`config.mk`:
```
export PLATFORM = sky130hd
export DESIGN_NAME = tcw_ctrl
export DESIGN_NICKNAME = d
export VERILOG_FILES = /design/src/rtl/tcw_pkg.sv /design/src/rtl/tcw_ctrl.sv
export SDC_FILE = /design/constraint.sdc
export NUM_CORES = 1
export LEC_CHECK = 0
export ABC_CLOCK_PERIOD_IN_PS = 5800
export BUFFER_PORTS_ARGS = -buffer_cell sky130_fd_sc_hd__buf_2
export CORE_MARGIN = 4
export CORE_UTILIZATION = 30
export DETAILED_ROUTE_END_ITERATION = 6
export GPL_TIMING_DRIVEN = 0
export HOLD_SLACK_MARGIN = 0.15
export SLEW_MARGIN = 40
export SYNTH_ARGS = -nofsm -noshare
export SYNTH_HDL_FRONTEND = slang
export SYNTH_SLANG_ARGS = --single-unit
```
`constraint.sdc`:
```
create_clock -name i_clk -period 5.8 [get_ports i_clk]
set_clock_uncertainty 0.05 [all_clocks]
set_input_delay 0.87 -clock i_clk [delete_from_list [all_inputs] [get_ports i_clk]]
set_output_delay 0.87 -clock i_clk [all_outputs]
set_load 0.02 [all_outputs]
```
`src/rtl/tcw_pkg.sv`:
```
package tcw_pkg;

    localparam int COLUMNS = 80;
    localparam int ROWS    = 25;
    localparam int CELLS   = COLUMNS * ROWS;

    localparam int ADDR_W  = $clog2(CELLS);
    localparam int COL_W   = 7;
    localparam int ROW_W   = 5;
    localparam int CNT_W   = 5;
    localparam int MODE_W  = 3;
    localparam int CHAR_W  = 8;
    localparam int POS_W   = 11;
    localparam int CELL_W  = 16;
    localparam int NIB_W   = 4;

    localparam logic [CELL_W-1:0] BLANK_CELL = 16'h0F00;
    localparam logic [NIB_W-1:0]  FG_RESET   = 4'hF;
    localparam logic [NIB_W-1:0]  BG_RESET   = 4'h0;

    localparam logic [CHAR_W-1:0] CH_BS  = 8'h08;
    localparam logic [CHAR_W-1:0] CH_TAB = 8'h09;
    localparam logic [CHAR_W-1:0] CH_LF  = 8'h0A;
    localparam logic [CHAR_W-1:0] CH_FF  = 8'h0C;
    localparam logic [CHAR_W-1:0] CH_CR  = 8'h0D;

    localparam logic CFG_FG = 1'b0;
    localparam logic CFG_BG = 1'b1;

    typedef enum logic [MODE_W-1:0] {
        MODE_PUT    = 3'd0,
        MODE_CLEAR  = 3'd1,
        MODE_MOVE   = 3'd2,
        MODE_SCROLL = 3'd3,
        MODE_READ   = 3'd4
    } t_mode;

    typedef struct packed {
        logic              we;
        logic [ADDR_W-1:0] waddr;
        logic [CELL_W-1:0] wdata;
        logic              re;
        logic [ADDR_W-1:0] raddr;
    } t_ram_req;

    typedef struct packed {
        logic              valid;
        logic [POS_W-1:0]  pos;
        logic              wr;
        logic [CHAR_W-1:0] ch;
        logic [CHAR_W-1:0] attr;
    } t_result;

endpackage

```
`src/rtl/tcw_ctrl.sv`:
```
module tcw_ctrl (
    input  logic                          i_clk,
    input  logic                          i_rst_n,
    input  logic                          i_start,
    input  logic [tcw_pkg::MODE_W-1:0]    i_mode,
    input  logic [tcw_pkg::CHAR_W-1:0]    i_char_code,
    input  logic [tcw_pkg::COL_W-1:0]     i_column,
    input  logic [tcw_pkg::ROW_W-1:0]     i_row,
    input  logic [tcw_pkg::CNT_W-1:0]     i_scroll_count,
    input  logic                          i_update_cursor,
    input  logic [tcw_pkg::CHAR_W-1:0]    i_attr,
    output logic                          o_busy,
    output logic                          o_cfg_reset,
    output tcw_pkg::t_result              o_result,
    output tcw_pkg::t_ram_req             o_ram_req,
    input  logic [tcw_pkg::CELL_W-1:0]    i_rdata
);
    import tcw_pkg::*;

    typedef enum logic [5:0] {
        S_IDLE    = 6'b000001,
        S_EXEC    = 6'b000010,
        S_COPY_RD = 6'b000100,
        S_COPY_WR = 6'b001000,
        S_BLANK   = 6'b010000,
        S_DONE    = 6'b100000
    } t_state;

    localparam logic [COL_W-1:0]  COL_MAX  = COL_W'(COLUMNS - 1);
    localparam logic [ROW_W-1:0]  ROW_MAX  = ROW_W'(ROWS - 1);
    localparam logic [ADDR_W-1:0] ADDR_END = ADDR_W'(CELLS - 1);

    t_state             r_state;
    logic               r_init;
    logic [COL_W-1:0]   r_col;
    logic [ROW_W-1:0]   r_row;
    logic [ADDR_W-1:0]  r_ptr;
    logic [ADDR_W-1:0]  r_src;
    t_result            r_res;

    t_mode              r_mode;
    logic [CHAR_W-1:0]  r_code;
    logic [COL_W-1:0]   r_tcol;
    logic [ROW_W-1:0]   r_trow;
    logic [CNT_W-1:0]   r_count;
    logic               r_upd;

    logic [COL_W-1:0]   n_col;
    logic [ROW_W-1:0]   n_row;
    logic               w_put_write;
    logic [COL_W-1:0]   w_sel_col;
    logic [ROW_W-1:0]   w_sel_row;
    logic [ADDR_W-1:0]  w_lin;

    // shared linear address unit: target cell on read, cursor otherwise
    always_comb begin
        if (r_state == S_EXEC && r_mode == MODE_READ) begin
            w_sel_col = r_tcol;
            w_sel_row = r_trow;
        end else begin
            w_sel_col = r_col;
            w_sel_row = r_row;
        end
    end

    assign w_lin = ADDR_W'(32'(w_sel_row) * COLUMNS + 32'(w_sel_col));

    // cursor motion for put char
    always_comb begin
        n_col       = r_col;
        n_row       = r_row;
        w_put_write = 1'b0;
        case (r_code)
            CH_LF: begin
                n_col = '0;
                n_row = r_row + 1'b1;
            end
            CH_CR: begin
                n_col = '0;
            end
            CH_FF: begin
                n_row = r_row + 1'b1;
            end
            CH_TAB: begin
                n_col = (r_col | COL_W'(3)) + 1'b1;
            end
            CH_BS: begin
                if (r_col != '0) begin
                    n_col = r_col - 1'b1;
                end
            end
            default: begin
                w_put_write = 1'b1;
                n_col       = r_col + 1'b1;
            end
        endcase
        if (n_col >= COL_W'(COLUMNS)) begin
            n_col = n_col - COL_W'(COLUMNS);
            n_row = n_row + 1'b1;
        end
    end

    always_comb begin
        o_ram_req       = '0;
        o_ram_req.wdata = BLANK_CELL;
        unique case (r_state)
            S_EXEC: begin
                if (r_mode == MODE_PUT && w_put_write) begin
                    o_ram_req.we    = 1'b1;
                    o_ram_req.waddr = w_lin;
                    o_ram_req.wdata = {i_attr, r_code};
                end
                if (r_mode == MODE_READ) begin
                    o_ram_req.re    = 1'b1;
                    o_ram_req.raddr = w_lin;
                end
            end
            S_COPY_RD: begin
                o_ram_req.re    = 1'b1;
                o_ram_req.raddr = r_src;
            end
            S_COPY_WR: begin
                o_ram_req.we    = 1'b1;
                o_ram_req.waddr = r_ptr;
                o_ram_req.wdata = i_rdata;
            end
            S_BLANK: begin
                o_ram_req.we    = 1'b1;
                o_ram_req.waddr = r_ptr;
            end
            S_IDLE, S_DONE: begin
            end
            default: begin
            end
        endcase
    end

    // latch the command beat
    always_ff @(posedge i_clk) begin
        if (r_state == S_IDLE && i_start) begin
            r_mode  <= t_mode'(i_mode);
            r_code  <= i_char_code;
            r_tcol  <= (i_column > COL_MAX) ? COL_MAX : i_column;
            r_trow  <= (i_row > ROW_MAX) ? ROW_MAX : i_row;
            r_count <= i_scroll_count;
            r_upd   <= i_update_cursor;
        end
    end

    always_ff @(posedge i_clk) begin
        if (!i_rst_n) begin
            r_state     <= S_BLANK;
            r_init      <= 1'b1;
            r_col       <= '0;
            r_row       <= '0;
            r_ptr       <= '0;
            r_src       <= '0;
        end else begin
            unique case (r_state)
                S_IDLE: begin
                    if (i_start) begin
                        r_state <= S_EXEC;
                    end
                end
                S_EXEC: begin
                    r_state <= S_DONE;
                    r_ptr   <= '0;
                    case (r_mode)
                        MODE_PUT: begin
                            r_col <= n_col;
                            if (n_row >= ROW_W'(ROWS)) begin
                                r_row   <= ROW_MAX;
                                r_src   <= ADDR_W'(COLUMNS);
                                r_state <= S_COPY_RD;
                            end else begin
                                r_row <= n_row;
                            end
                        end
                        MODE_CLEAR: begin
                            r_col   <= '0;
                            r_row   <= '0;
                            r_state <= S_BLANK;
                        end
                        MODE_MOVE: begin
                            r_col <= r_tcol;
                            r_row <= r_trow;
                        end
                        MODE_SCROLL: begin
                            if (r_count == '0) begin
                                r_state <= S_DONE;
                            end else if (r_count >= CNT_W'(ROWS)) begin
                                r_row   <= '0;
                                r_state <= S_BLANK;
                            end else begin
                                r_row   <= (r_row > r_count) ? r_row - r_count : '0;
                                r_src   <= ADDR_W'(32'(r_count) * COLUMNS);
                                r_state <= S_COPY_RD;
                            end
                        end
                        default: begin
                        end
                    endcase
                end
                S_COPY_RD: begin
                    r_state <= S_COPY_WR;
                end
                S_COPY_WR: begin
                    r_ptr <= r_ptr + 1'b1;
                    r_src <= r_src + 1'b1;
                    // last source cell moved, blank the vacated rows
                    r_state <= (r_src == ADDR_END) ? S_BLANK : S_COPY_RD;
                end
                S_BLANK: begin
                    r_ptr <= r_ptr + 1'b1;
                    if (r_ptr == ADDR_END) begin
                        r_init  <= 1'b0;
                        r_state <= r_init ? S_IDLE : S_DONE;
                    end
                end
                S_DONE: begin
                    r_state <= S_IDLE;
                end
                default: begin
                    r_state <= S_IDLE;
                end
            endcase
        end
    end

    always_ff @(posedge i_clk) begin
        if (!i_rst_n) begin
            r_res.valid <= 1'b0;
        end else begin
            r_res.valid <= (r_state == S_DONE);
        end
        if (r_state == S_DONE) begin
            r_res.pos <= POS_W'(w_lin);
            r_res.wr  <= r_upd & (r_mode == MODE_PUT || r_mode == MODE_MOVE ||
                                  r_mode == MODE_SCROLL);
            if (r_mode == MODE_READ) begin
                r_res.ch   <= i_rdata[CHAR_W-1:0];
                r_res.attr <= i_rdata[CELL_W-1:CHAR_W];
            end else begin
                r_res.ch   <= '0;
                r_res.attr <= '0;
            end
        end
    end

    assign o_busy      = (r_state != S_IDLE);
    assign o_cfg_reset = (r_state == S_EXEC) && (r_mode == MODE_CLEAR);
    assign o_result    = r_res;

endmodule

```
# After elaboration in Yosys (flattened, before gate mapping)
# Cells that the tools add are included.
dict set report word_totals {
  ff_bits 99
  input_bits 56
  output_inout_bits 71
}
dict set report classes {
  n_addsub 10
  multipliers 2
  order_cmp 6
  n_eq_ne 25
  mux 34
  bitwise_logic 1
  n_reduce_logical 22
}
# op n
set op_table {}
lappend op_table {{one-hot mux 11 bit (2 select lines)} 3}
lappend op_table {{one-hot mux 12 bit (2 select lines)} 2}
lappend op_table {{2-to-1 mux 5 bit} 9}
lappend op_table {{equality test 8 x 4 -> 1 bit, second input constant} 5}
lappend op_table {{2-to-1 mux 11 bit} 3}
lappend op_table {{one-hot mux 16 bit (2 select lines)} 1}
lappend op_table {{2-to-1 mux 6 bit} 5}
lappend op_table {{one-hot mux 6 bit (5 select lines)} 1}
lappend op_table {{2-to-1 mux 28 bit} 1}
lappend op_table {{one-hot mux 7 bit (4 select lines)} 1}
lappend op_table {{adder 11 x 1 -> 11 bit, second input constant} 2}
lappend op_table {{equality test 11 bit, second input constant} 2}
lappend op_table {{2-to-1 mux 7 bit} 3}
lappend op_table {{one-hot mux 7 bit (3 select lines)} 1}
lappend op_table {{one-hot mux 5 bit (4 select lines)} 1}
lappend op_table {{one-hot mux 6 bit (3 select lines)} 1}
lappend op_table {{adder 7 x 1 -> 7 bit, second input constant} 2}
lappend op_table {{multiplier 5 x 3 -> 7 bit, second input constant} 2}
lappend op_table {{2-to-1 mux 12 bit} 1}
lappend op_table {{inequality test 3 bit, second input constant} 4}
lappend op_table {{adder 11 x 7 -> 11 bit} 1}
lappend op_table {{adder 5 x 1 -> 5 bit, second input constant} 2}
lappend op_table {{>= comparator 5 bit, second input constant} 2}
lappend op_table {{>= comparator 7 bit, second input constant} 1}
lappend op_table {{32 further kinds} 44}

# Logic depth before layout (Yosys ltp)
dict set report logic_depth {
  ltp_word 9
  ltp_mapped 17
}

# Worst setup path before layout
# Ideal clock, no wire load.
dict set report synth_timing {
  kind {reg-to-output}
  start {register r_state[2]}
  end {output o_ram_req[9] (netlist name)}
  arrival_ns 3.788
  t_required_ns 4.880
  path_slack_ns 1.092
  path_stages_with_launch 16
  cell_sequence {dfxtp_1 -> nor4_1 -> and3b_1 -> clkbuf_1 -> and2_1 -> clkbuf_1 -> buf_1 -> nand2_1 -> nand2_1 -> ha_1 -> ha_1 -> inv_1 -> fa_1 -> nor3b_1 -> xor2_1 -> o21ai_0}
}
# item line
set synth_lines {}
lappend synth_lines {{start, declared} tcw_ctrl.sv:33} ;# t_state r_state;
lappend synth_lines {{start signal, assigned} tcw_ctrl.sv:211} ;# r_state <= (r_src == ADDR_END) ? S_BLANK : S_COPY_RD;
lappend synth_lines {{start signal, assigned} tcw_ctrl.sv:217} ;# r_state <= r_init ? S_IDLE : S_DONE;
lappend synth_lines {{end, declared} tcw_ctrl.sv:15} ;# output tcw_pkg::t_ram_req o_ram_req,

==> flow_summary.toml <==
[floorplanning]
ioPinCount = 127
start_util_pct = 30.4
dieArea_um2 = 23700
die_x_um = 154
std_cell_rows = 53
die_h_um = 154
coreArea_um2 = 21000

[setup_path]
end_kind = "output pin"
crit_required_ns = 4.88
critPathLaunchType = "flop"
worstPathMaxFanout = 10
arrival_ns = 4.58
crit_type = "flop to output pin"

[hold_path]
hold_class = "flop to flop"

[clock_network]
cts_buffers = 9
cts_root_buffer = "clkbuf_16"
clkTransAtPathRegs_ns = 0.08
hold_buffers = 0
cts_resized = 3
clkSinkCount = 99
cts_buffer_depth = 2
cts_tree = "done"
clock_latency_ns = 0.36
cts.htree.levels = 3
postCtsSetupBuffers = 0

[yosys]
synth_nets = 801
synth.ff_latch_count = 99
yosysWarnings = 0
async_flop_share_pct = 0
synthFlopType = "edfxtp_1"
syn_avg_cell_area_um2 = 8.99
synth_area_leaders = "edfxtp_1 (27%), dfxtp_1 (13%), ha_1 (5.9%), nand2_1 (5.2%), o21ai_0 (4.0%)"
synth_top_area_share_pct = 26.8
syn_inst = 711
yosysMostFrequentCell = "nand2_1"
seq_area_frac_synth_pct = 39.9
yosys.area.top_type = "edfxtp_1"
syn-cell-area_um2 = 6390
synth_common_cells = "nand2_1 (88), edfxtp_1 (57), o21ai_0 (51), dfxtp_1 (42), nor2_1 (40)"
synth_edf_count = 57
ys_types = 69

[global_routing]
grt_max_degree = 30
grt_pass1_wl_um = 31300
antenna_found_initial = 0
grt_pass1_vias = 5691
gr-total-overflow = 0
grt_use_total_pct = 16.4

[power_and_ir_drop]
clkPwrFrac_pct = 42.5
power.density_nw_per_um2 = 196
combinationalPowerShare_pct = 7.8
p_leak_nw = 3.14
ir_drop_mv = 0.124
p_switching_w = 0.000384
power_switching_share_pct = 25.3
intPower_w = 0.00114
p_seq_share_pct = 49.7

[drt]
first_pass_iters = 7
drt_iter0_drc = 469
num_vias = 5982
route.detailed.drc = 0
drt-total-wl_um = 19800
viasPerCell = 5.30
wl_per_cell_um = 17.6
ant_nets = 0

[sta]
max_freq_mhz = 182
hold_ws_ns = 0.433
post-route-period-util_pct = 94.8
hold_viol_final = 0
min_period_ns = 5.50
tns_ns = 0
slew_headroom_pct = 50.5
maxSlewViolCount = 0
setup_violations = 0
tightest_slew_ns = 0.742
rsz0062_at_grt = "false"

[layout]
nets = 938
syn2layout_area_growth_pct = 21.3
postLayoutCoreUtil_pct = 36.9
num_antenna_cells = 0
drive_gt1_share_pct = 21.2

[placed_design]
io_buffers = 126
place.gp.congestion = 0.888
dp_hpwl_um = 15300

[run_status]
outcome = "finished, final reports clean"

[job]
max_cap_violations = 0
-- layout by cell type (no fill, tap or decap), drive strengths merged, types with 23 or more instances in the layout --
master	instances
dfxtp	42
inv	32
and3	27
nor2	40
nor3	23
a22o	23
buf	135
ha	30
o21ai	53
edfxtp	57
clkbuf	39
a21oi	40
nand2	88
-- layout make-up --
class,instances,area (um2)
timing repair buffer,127,658
sequential,99,2550
tap,275,344
multi-input combinational,544,3600
clock buffer,10,229
inverter,30,113
clock inverter,6,83.8
fill,2164,13300
buffer,37,175
-- path summary, 6_finish.rpt --
path                                start                     to  slack [ns]  depth (start not counted)
hold reg to reg     r_ptr[9]$_SDFFE_PN0P_  r_ptr[9]$_SDFFE_PN0P_        0.43                          1
setup reg to reg    r_col[2]$_SDFFE_PN0P_  r_src[2]$_SDFFE_PN0P_        1.39                         15
setup / recovery  r_state[2]$_SDFFE_PN0P_          o_ram_req[10]        0.30                         16
hold / removal      r_ptr[9]$_SDFFE_PN0P_  r_ptr[9]$_SDFFE_PN0P_        0.43                          1
-- worst max-delay path, cell delays in order (launching register included) --
cell	delay, ns
dfxtp_1	0.36
nor4_2	0.36
and3b_2	0.39
and2_1	0.24
clkbuf_2	0.26
mux2i_1	0.34
inv_1	0.11
ha_1	0.30
ha_1	0.17
inv_1	0.06
fa_1	0.38
xor2_1	0.30
nor3_1	0.10
xor2_1	0.18
xnor2_2	0.30
a22o_1	0.21
buf_2	0.17
-- power by group through the flow --
stage	clock network (W)	logic (W)	registers (W)
floorplan	0	0.0000682	0.000769
global placement	0	0.000115	0.000771
detailed placement	0	0.000117	0.000771
CTS	0.000658	0.000118	0.000755
global route	0.000678	0.000130	0.000757
finish	0.000646	0.000119	0.000756
-- state kept, by name, indices dropped and copies added, names as in the netlist --
signal    count
o_result     29
r_code        8
r_col         7
r_count       5
r_init        1
r_mode        3
r_ptr        11
r_row         5
r_src        11
r_state       6
r_tcol        7
r_trow        5
r_upd         1
-- stage by stage --
step / total power [W] / instances / setup WS (ns) / area, um2
2_1_floorplan: 0.000837 / 711 / 1.09 / 6390
3_3_place_gp: 0.000886 / 1112 / 0.0332 / 7370
3_5_place_dp: 0.000888 / 1113 / -0.0796 / 7410
4_1_cts: 0.00153 / 1128 / 0.0564 / 7730
5_1_grt: 0.00157 / 1128 / 0.0399 / 7760
6_report: 0.00152 / 1128 / 0.304 / 7760
-- logic make-up after synthesis --
group	after synthesis	share of synthesized area (%)
xor+xnor	31	4.25
mux	12	2.06
flops	99	39.9
buf+inv	68	4.52
simple gates	280	22.7
fa+ha+maj	34	7.12
compound gates	187	19.4
-- layer usage --
metal | routed length, um | vias up | track usage, %
met2 | 8910 | 243 | 25.8
met3 | 1520 | 26 | 3.43
met5 | 0 | - | 0
li1 | - | 2895 | -
met1 | 9050 | 2818 | 22.9
met4 | 340 | 0 | 4.67
Note: power is estimated with default switching activity, not from simulation.
